[src/hw/rtl/tndb_pkg.sv]
// Shared types and constants for the two-nearest direction blend.
// Used by every module of the block but tndb_ram; depends on nothing.
package tndb_pkg;

	localparam int FIELD_W  = 24;
	localparam int IDX_W    = 6;
	localparam int CFG_W    = 7;
	localparam int USED_W   = 2;
	localparam int S_DATA_W = 152;
	localparam int M_DATA_W = 80;

	localparam int OFF_IDX   = 0;
	localparam int OFF_POS_X = 6;
	localparam int OFF_POS_Y = 30;
	localparam int OFF_POS_Z = 54;
	localparam int OFF_VEC_X = 78;
	localparam int OFF_VEC_Y = 102;
	localparam int OFF_VEC_Z = 126;

	localparam logic ACT_LOAD  = 1'b0;
	localparam logic ACT_QUERY = 1'b1;

	localparam logic [USED_W-1:0] USED_NONE = 2'd0;
	localparam logic [USED_W-1:0] USED_ONE  = 2'd1;
	localparam logic [USED_W-1:0] USED_TWO  = 2'd2;

	typedef struct packed {
		logic start;
		logic is_div;
	} iter_req_t;

	typedef enum logic [10:0] {
		ST_IDLE      = 11'b00000000001,
		ST_SCAN_RD   = 11'b00000000010,
		ST_SCAN_MUL  = 11'b00000000100,
		ST_PICK_RD   = 11'b00000001000,
		ST_PICK_LD   = 11'b00000010000,
		ST_ROOT_GO   = 11'b00000100000,
		ST_ROOT_WAIT = 11'b00001000000,
		ST_BLEND     = 11'b00010000000,
		ST_DIV_GO    = 11'b00100000000,
		ST_DIV_WAIT  = 11'b01000000000,
		ST_FIN       = 11'b10000000000
	} state_t;

endpackage

[src/hw/rtl/tndb_iter.sv]
// Shared iterative unit: floor square root or unsigned floor division,
// one subtract-and-compare step per cycle. Depends on tndb_pkg.
module tndb_iter #(
	parameter int CB = 24
) (
	input  logic               clk,
	input  logic               arst_n,
	input  tndb_pkg::iter_req_t req,
	input  logic [2*CB+2:0]    a,
	input  logic [CB+1:0]      den,
	output logic               done,
	output logic [CB:0]        result
);

	localparam int UW = 2 * CB + 3;
	localparam int CW = $clog2(CB + 1);

	logic          busy_q;
	logic          div_q;
	logic [CW-1:0] cnt_q;
	logic [UW-1:0] rem_q;
	logic [UW-1:0] res_q;
	logic [UW-1:0] bsh_q;
	logic [UW-1:0] sub_b;
	logic [UW:0]   diff;
	logic          ge;

	assign sub_b  = div_q ? bsh_q : (res_q + bsh_q);
	assign diff   = {1'b0, rem_q} - {1'b0, sub_b};
	assign ge     = ~diff[UW];
	assign result = res_q[CB:0];

	always_ff @(posedge clk or negedge arst_n) begin
		if (!arst_n) begin
			busy_q <= 1'b0;
			done   <= 1'b0;
			cnt_q  <= '0;
		end else begin
			done <= busy_q && (cnt_q == '0);
			if (req.start) begin
				busy_q <= 1'b1;
				cnt_q  <= CW'(CB);
			end else if (busy_q) begin
				if (cnt_q == '0) begin
					busy_q <= 1'b0;
				end else begin
					cnt_q <= cnt_q - 1'b1;
				end
			end
		end
	end

	always_ff @(posedge clk) begin
		if (req.start) begin
			div_q <= req.is_div;
			rem_q <= a;
			res_q <= '0;
			bsh_q <= req.is_div ? (UW'(den) << CB) : (UW'(1) << (2 * CB));
		end else if (busy_q) begin
			if (ge) begin
				rem_q <= diff[UW-1:0];
			end
			if (div_q) begin
				res_q <= {res_q[UW-2:0], ge};
				bsh_q <= bsh_q >> 1;
			end else begin
				res_q <= ge ? ((res_q >> 1) | bsh_q) : (res_q >> 1);
				bsh_q <= bsh_q >> 2;
			end
		end
	end

endmodule

[config.mk]
export PLATFORM = sky130hd
export DESIGN_NAME = tndb_iter
export DESIGN_NICKNAME = d
export VERILOG_FILES = /design/src/hw/rtl/tndb_pkg.sv /design/src/hw/rtl/tndb_iter.sv
export SDC_FILE = /design/constraint.sdc
export NUM_CORES = 1
export LEC_CHECK = 0
export BUFFER_PORTS_ARGS = -buffer_cell sky130_fd_sc_hd__buf_2
export CAP_MARGIN = 10
export CORE_AREA = 2 2 211 171
export DETAILED_ROUTE_END_ITERATION = 10
export DIE_AREA = 0 0 213 173
export PLACE_DENSITY_LB_ADDON = 0.2
export SYNTH_ARGS = -nofsm -noshare
export SYNTH_HDL_FRONTEND = slang
export SYNTH_SLANG_ARGS = --single-unit
export TNS_END_PERCENT = 10
[constraint.sdc]
create_clock -name clk -period 18.7 [get_ports clk]
set_input_delay 4.675 -clock clk [delete_from_list [all_inputs] [get_ports clk]]
set_output_delay 4.675 -clock clk [all_outputs]
set_load 0.03 [all_outputs]
Word-level counts from Yosys, hierarchy flattened
Cells that the tools add are included.
{"block": "classes", "bitwise": 2, "reduce_logical": 5, "muxes": 16, "n_addsub": 3, "eq_ne": 2}
{"operator": "51-bit 2-to-1 mux", "n": 8}
{"operator": "50-bit 2-to-1 mux", "n": 2}
{"operator": "51-bit by 51-bit subtractor with 52-bit output", "n": 1}
{"operator": "51-bit adder", "n": 1}
{"operator": "50-bit by 51-bit OR with 51-bit output", "n": 1}
{"operator": "5-bit 2-to-1 mux", "n": 3}
{"operator": "5-bit zero test", "n": 1}
{"operator": "5-bit by 1-bit subtractor with 5-bit output (second input constant)", "n": 1}
{"operator": "2-bit inequality test (second input constant)", "n": 2}
{"operator": "2-bit AND reduction", "n": 2}
{"operator": "1-bit 2-to-1 mux", "n": 3}
{"operator": "2-bit nonzero test", "n": 1}
{"operator": "1-bit logical AND", "n": 1}
{"operator": "1-bit inverter", "n": 1}
{"block": "totals", "reg_bits": 161, "inputBits": 81, "elab_cells": 35, "out_inout_bits": 26}

Depth between registers and ports, before layout
Gate-level depths: netlist of the first run.
{"block": "logic_depth", "ltp_word": 6, "ltp_mapped": 23, "mapped_depth_nobuf": 23}

Worst setup path before layout of the first run
OpenSTA, ideal clock, no wires.
{"block": "synth_path", "path_type": "input to register", "from": "in req[1] in the netlist's numbering", "to": "reg rem_q[0] (enable)", "stages": 4, "t_arrival_ns": 6.579, "required_ns": 18.293, "setup_time_ns": 0.407, "path_buffers": 3, "path_slack_ns": 11.714, "cell_sequence": "clkbuf_1 > clkbuf_1 > clkbuf_1 > a21o_1"}
{"block": "synth_via", "elab_chain_len": 2, "elab_cells_between_ends": 3, "cone_classes": "1 x eq/ne; 2 x reduce/logical"}
{"item": "start, declared", "line": "tndb_iter.sv:8", "text": "input tndb_pkg::iter_req_t req,"}
{"item": "2-bit inequality test (no line) or 2-bit nonzero test (tied branches)"}
{"item": "2-bit AND reduction (no line) (*)"}
{"item": "end signal, assigned", "line": "tndb_iter.sv:61", "text": "rem_q <= diff[UW-1:0];"}
{"item": "end, declared", "line": "tndb_iter.sv:21", "text": "logic [UW-1:0] rem_q;"}
Mark *: on every way between the ends. The rest lies on a longest branch, timed or not.
A chain may end at the register's enable or synchronous reset.

Final worst setup path of the first run
{"block": "layout_path", "from": "reg bsh_q[0]", "to": "reg rem_q[43] (enable)"}
{"block": "layout_via", "elab_chain_len": 5}
{"item": "start, declared", "line": "tndb_iter.sv:23", "text": "logic [UW-1:0] bsh_q;"}
{"item": "start signal, assigned", "line": "tndb_iter.sv:58", "text": "bsh_q <= req.is_div ? (UW'(den) << CB) : (UW'(1) << (2 * CB));"}
{"item": "start signal, assigned", "line": "tndb_iter.sv:65", "text": "bsh_q <= bsh_q >> 1;"}
{"item": "start signal, assigned", "line": "tndb_iter.sv:68", "text": "bsh_q <= bsh_q >> 2;"}
{"item": "51-bit adder", "line": "tndb_iter.sv:28", "text": "assign sub_b = div_q ? bsh_q : (res_q + bsh_q);"}
{"item": "51-bit 2-to-1 mux (*)", "line": "tndb_iter.sv:28"}
{"item": "51-bit by 51-bit subtractor with 52-bit output (*)", "line": "tndb_iter.sv:29", "text": "assign diff = {1'b0, rem_q} - {1'b0, sub_b};"}
{"item": "2-bit inequality test (no line) (*)"}
{"item": "2-bit AND reduction (no line) (*)"}
Marked as above.

==> impl_results.md, run 1 <==
* Unique masters post-synth at 79
* Post-synth top area share at 22.3%
* Drt initial violations at 978
* Combinational share of power at 54.5%
* Synthesized Nets at 1817
* Global-route met2 utilization at 27.9%
* Finish-stage setup viols at 0
* Final ANT Viol Nets at 0
* Lkg Pwr at 6.42 nW
* Internal power contribution at 0.00112 W
* Crit path time final at 6.40 ns
* Core area at 34600 µm²
* Clk Latency, worst-skew pair at 0.45 ns
* Most instantiated library cell after synthesis: a21oi_1
* Hpwl dp at 27400 µm
* Area leader, netlist: edfxtp_1
* Critical setup path kind: reg -> reg
* Initial Util at 39.7%
* Seq/Total Area, Yosys at 31.0%
* Placer Congestion at 0.906
* Post-CTS Setup Repair Bufs at 0
* H-tree levels at 4
* Initial antenna violation count at 0
* Root Buffer: clkbuf_16
* Syn Inst Count at 1631
* Die Width at 213 µm
* Die area at 36800 µm²
* Max Clock Freq at 0.156 GHz
* CTS resizes at 0
* Reg power frac at 27.3%
* Num rows at 61
* N_diodes at 0
* Overflow after GRT at 0
* Clock Sinks at 160
* Detailed Routing Iterations Pass 1 at 5
* Peak VDD IR at 0.0000779 V
* Die Height at 173 µm
* Setup TNS at 0 ns
* Mapped Area at 13700 µm²
* RSZ-0062 raised after global routing: false
* Layout overhead on the synthesized area at 8.85%
* CTS Buffer Depth at 2
* Maxcap violations at 0
* Final clock skew at 0.0105 ns
* Synth warnings at 0
* Routed wire length per instance at 17.7 µm
* First-pass GRT wire length at 60700 µm
* Number of remaining DRC errors at 0
* # nets final at 1831
* Crit share post-route at 34.2%
* Slew @ Worst Pin at 1.01 ns
* Slew margin rel. at 32.6%
* Inserted Clock Buffers at 17
* Port buffer count at 106
* Status: finished, final reports clean
* Fin. max-slew vios at 0
* Met3 global-route usage at 3.14%
* Routed WL at 37600 µm
* Final hold violation count at 0
* Main synth FF type: edfxtp_1
* Number of synthesized register bits at 160
* Switch share at 44.3%
* Hold_buf cts at 0
* Power per cell area at 134 nW/µm²
* Clk pin slew, worst setup/hold paths at 0.07 ns
* Sw power at 0.000889 W
* Asr flop ratio synth at 4.38%
* Clock power share at 18.2%
* Synth area leaders: edfxtp_1 22%, ha_1 9.4%, dfxtp_1 7.4%
* CP startpoint kind: flip-flop
* Hold Path Class: reg -> reg
* Filler instances at 3493
* Ports at 107
* GR Util All Layers at 20.7%
* Arr. time, crit path at 6.48 ns
* Most Crowded Layer GR: met1
* Vias in the first global route at 11000
* Layout cells sized above 1 at 10.7%
* CP Data Required Time at 18.78 ns
* Area occupied by multi-input gates at 8770 µm²
* Largest net degree at the start of global routing at 174
* Post-DP Area at 14300 µm²
* Via Count at 11900
* Met1 usage at 33.3%
* Post-synth EDFFs at 102
* Via density at 5.60
* Synth top cells by count: 194 x a21oi_1, 172 x nand2_1, 126 x nor2_1
* Register area at 4260 µm²
* CP max FO at 51
* CTS tree: done
* Syn_area_per_cell at 8.41 µm²
* Critical Path End Type: flip-flop
* Final instance area at 14900 µm²
* R2R setup slack at 12.30 ns
## cells in the final DEF, fill, tap and decap left out, drive strengths merged, types with 26 or more instances in the layout
cell	Yosys	routed
o21ai	130	130
nor2b	33	33
ha	103	103
xnor2	55	55
a31oi	34	34
buf	36	114
dfxtp	51	51
xor2	36	36
nand3b	26	26
mux2i	88	88
nor2	126	126
a21oi	198	198
nand2	172	172
nor3	40	40
o21bai	46	46
inv	30	40
edfxtp	102	102
a21o	53	53
## registers in the layout (all words and copies together), names as in the netlist
register / flops
bsh_q: 50
busy_q: 1
cnt_q: 5
div_q: 1
done: 1
rem_q: 51
res_q: 51
## final timing paths
| kind | startpoint | endpoint | cells after the start |
|---|---|---|---|
| min reg2reg | res_q[50] | res_q[50] | 2 |
| max | bsh_q[0] | rem_q[43] | 22 |
| min | res_q[50] | res_q[50] | 2 |
| min in group asynchronous | arst_n | busy_q | 1 |
| max in group asynchronous | arst_n | busy_q | 1 |
| max reg2reg | bsh_q[0] | rem_q[43] | 22 |
## cell families (layout without fill, tap and decap cells)
kind of cell    after synthesis  after routing  synth area share, %
compound gates              541            541                 24.6
mux                          92             92                 6.75
xor+xnor                     91             91                 5.81
fa+ha+maj                   105            105                 9.68
buf+inv                     149            176                 5.05
flops                       160            160                 31.0
simple gates                493            493                 17.1
## area by class of cell
type	instances	share of cell area (%)
Clock buffer	18	3.02
Clock inverter	14	0.938
Inverter	30	0.754
Multi-Input combinational cell	1322	58.7
Sequential cell	160	28.5
Tap cell	472	3.95
Timing Repair Buffer	114	4.08
## power by group through the flow
| stage | registers, W | logic (W) | clock network [W] |
|---|---|---|---|
| floorplan | 0.000533 | 0.000861 | 0 |
| global placement | 0.000553 | 0.00106 | 0 |
| detailed placement | 0.000554 | 0.00107 | 0 |
| CTS | 0.000547 | 0.00108 | 0.000372 |
| global route | 0.000557 | 0.00122 | 0.000385 |
| finish | 0.000548 | 0.00109 | 0.000364 |
## per-layer routing
| layer | up-vias | routed length (µm) |
|---|---|---|
| met5 | - | 0 |
| met4 | 0 | 446 |
| met3 | 25 | 1890 |
| met2 | 298 | 15000 |
| met1 | 5586 | 20200 |
| li1 | 6011 | - |
## worst max-delay path: stages (launching register included)
cell and delay, ns:
edfxtp_1 0.41, ha_1 0.23, fa_1 0.41, a21oi_1 0.20
nand4b_1 0.19, a31o_2 0.22, a311o_1 0.22, a21oi_2 0.09
a211o_1 0.34, a21boi_0 0.31, o21ai_0 0.15, xor2_1 0.16
mux2i_1 0.15, ha_1 0.46, nand4_1 0.21, o21ai_0 0.22
a311oi_1 0.13, o21ai_0 0.30, a31oi_4 0.08, o21ai_4 0.15
buf_4 0.54, a21o_2 0.23, buf_4 0.55
## through the flow
stage	util, %	worst slack, ns	cells	total power (W)	hold WS [ns]
5_1_grt	43.2	11.79	2130	0.00217	0.507
6_report	43.2	12.30	2130	0.00201	0.485
3_3_place_gp	41.5	11.81	2098	0.00162	0.466
3_5_place_dp	41.5	11.79	2098	0.00163	0.481
4_1_cts	43.2	12.24	2130	0.00200	0.490
2_1_floorplan	-	11.71	1631	0.00139	0.455
(Power assumes the default switching activity.)
==> inputs of run 2 (changes only) <==
Settings changed: ABC_AREA from default to 1, CORE_AREA 2 2 211 171 to 2 2 233 189, DIE_AREA 0 0 213 173 to 0 0 235 191.
Clock period 18.7 ns to 6.4 ns, I/O delays scaled along.
==> run 2 against run 1 <==
  * Die area increased by 22%
  * Sequential share of layout area down 5.3 points
  * Clock skew up 0.0062 ns
  * Sequential power rose to 2.9 times the previous value
  * Largest cell class unchanged
  * Largest power group unchanged
==> impl_results.md, run 2 <==
* Synth top cells by count: 1091 x nand2_1, 411 x inv_1, 211 x a21oi_1
* Fin. max-slew vios at 0
* Endpoint, Worst Hold: cnt_q[4]
* Hold Path Class: reg -> reg
* Port buffer count at 106
* Final ANT Viol Nets at 0
* Final hold violation count at 0
* Commonest non-fill, non-tap cells in the layout: 1090 x nand2_1, 408 x inv_1, 211 x a21oi_1
* Final WS setup at 1.29 ns
* Hold path startpoint: cnt_q[4]
* CTS tree: done
* Layout cells sized above 1 at 7.93%
* Ports at 107
* Unique masters post-synth at 44
* Final hold slack at 0.525 ns
* Die Height at 191 µm
* Critical Path End Type: flip-flop
* Post-place setup slack at 1.39 ns
* Hold_buf cts at 0
* Final core utilization at 43.0%
* Routed WL at 65000 µm
* Slew margin rel. at 44.4%
* R2R setup slack at 1.29 ns
* Hpwl dp at 52800 µm
* N_diodes at 0
* Critical setup path kind: reg -> reg
* Clk pin slew, worst setup/hold paths at 0.07 ns
* Arr. time, crit path at 5.23 ns
* Num rows at 68
* Area leader, netlist: nand2_1
* Reg power frac at 24.3%
* Seq/Total Area, Yosys at 25.2%
* Die Width at 235 µm
* Finish-stage setup viols at 0
* Initial antenna violation count at 1
* # nets final at 3060
* Post-synth EDFFs at 102
* CP startpoint kind: flip-flop
* Core area at 42600 µm²
* Post-CTS Setup Repair Bufs at 0
* GR Util All Layers at 28.8%
* Clk Latency, worst-skew pair at 0.47 ns
* Filler instances at 4714
* Reg2reg end: rem_q[18]
* Inserted Clock Buffers at 17
* RSZ-0062 raised after global routing: false
* Routed wire length per instance at 18.9 µm
* Worst Hold Depth at 2
* Syn Inst Count at 2840
* H-tree levels at 4
* CP Data Required Time at 6.52 ns
* Asr flop ratio synth at 4.38%
* Switch share at 51.1%
* Vias in the first global route at 16900
* Most instantiated library cell after synthesis: nand2_1
* Crit path time final at 5.11 ns
* Clock power share at 15.9%
* Via density at 5.26
* Mapped Area at 16900 µm²
* Overflow after GRT at 0
* Via Count at 18100
* Synthesized Nets at 3026
* Internal power contribution at 0.00316 W
* Lkg Pwr at 9.58 nW
* CP max FO at 51
* Slew @ Worst Pin at 0.833 ns
* Top Registers: rem_q x51, res_q x51, bsh_q x50
* Sw power at 0.00330 W
* Root Buffer: clkbuf_16
* Number of remaining DRC errors at 0
* FF-to-FF Start: bsh_q[21]
* Combinational share of power at 59.8%
* Pwr Total at 0.00646 W
* R2R cell count at 24
* Post-synth top area share at 24.2%
* Status: finished, final reports clean
* Synth area leaders: nand2_1 24%, edfxtp_1 18%, inv_1 9.1%
* CTS resizes at 0
* Max Clock Freq at 0.196 GHz
* Commonest non-fill, non-tap cell in the layout: nand2_1
* Peak VDD IR at 0.000253 V
* Number of synthesized register bits at 160
* Die area at 44900 µm²
* Placer Congestion at 0.969
* Main synth FF type: edfxtp_1
* Layout overhead on the synthesized area at 8.25%
* Clock Sinks at 160
* Synth warnings at 0
* Detailed Routing Iterations Pass 1 at 5
* First-pass GRT wire length at 98600 µm
* Maxcap violations at 0
* Crit share post-route at 79.8%
* Initial Util at 39.7%
* Power per cell area at 352 nW/µm²
* Drt initial violations at 1654
* Largest net degree at the start of global routing at 121
* Setup TNS at 0 ns
* Final clock skew at 0.0167 ns
* Syn_area_per_cell at 5.96 µm²
* CTS Buffer Depth at 2
## run 2: power by group through the flow
stage	clock (W)	sequential, W	combinational [W]
floorplan	0	0.00152	0.00276
global placement	0	0.00158	0.00380
detailed placement	0	0.00159	0.00381
CTS	0.00104	0.00156	0.00383
global route	0.00108	0.00159	0.00434
finish	0.00103	0.00157	0.00386
## run 2: final cells by class
cell class	instances	area, µm²	share of cell area [%]
clock buffers	23	490	2.68
clock inverters	9	56.3	0.307
inverters	417	1570	8.56
flip-flops and latches	160	4260	23.3
well taps	560	701	3.82
repair buffers	119	681	3.72
multi-input cells	2159	10600	57.7
## run 2: metal layers
layer / wire, µm / up-vias / GRT usage, %
li1: - / 9096 / -
met5: 8 / - / 0
met4: 1690 / 2 / 8.25
met3: 4170 / 77 / 4.78
met2: 27500 / 545 / 44.1
met1: 31600 / 8418 / 41.6
## run 2: worst max path at each step
stage,start,end,slack [ns],cells past startpoint
after global routing,bsh_q[0],rem_q[18],0.95,22
after CTS,bsh_q[0],rem_q[17],1.37,22
after floorplan,bsh_q[0],rem_q[0],1.71,24
after global placement,bsh_q[21],rem_q[49],1.39,21
final,bsh_q[21],rem_q[18],1.29,24
after detailed placement,bsh_q[0],rem_q[10],1.39,22
## run 2: kinds of logic after synthesis
| logic type | Yosys count | share of synthesized area, % |
|---|---|---|
| xor gates and xnor gates | 30 | 1.55 |
| AOI/OAI and AO/OA | 407 | 13.2 |
| and+or+nand+nor | 1616 | 39.8 |
| muxes | 1 | 0.0592 |
| DFF | 160 | 25.2 |
| buffers and inverters | 521 | 12.4 |
| adders and majority gates | 105 | 7.85 |
## run 2: worst max-delay path: stages, from the launching register on
cell and delay [ns]:
edfxtp_1 0.51, ha_1 0.41, nand2_1 0.12, nor2_1 0.14
inv_1 0.11, nor3_1 0.51, nand3_1 0.15, nand2_1 0.22
nand2_1 0.12, nand3_1 0.08, nand2_1 0.07, nand2_1 0.06
nand2_1 0.15, ha_1 0.45, nand2_1 0.15, inv_2 0.10
nand2_1 0.09, nor2_2 0.16, nand2_1 0.08, nor2_1 0.14
nand2_2 0.08, nand3_4 0.27, nand2_1 0.13, nand2_2 0.10
buf_12 0.27
## run 2: metrics by stage
stage               cell area [µm²]  cells
floorplan                     16900   2840
global placement              17800   3415
detailed placement            17800   3415
CTS                           18300   3447
global route                  18300   3447
finish                        18300   3447
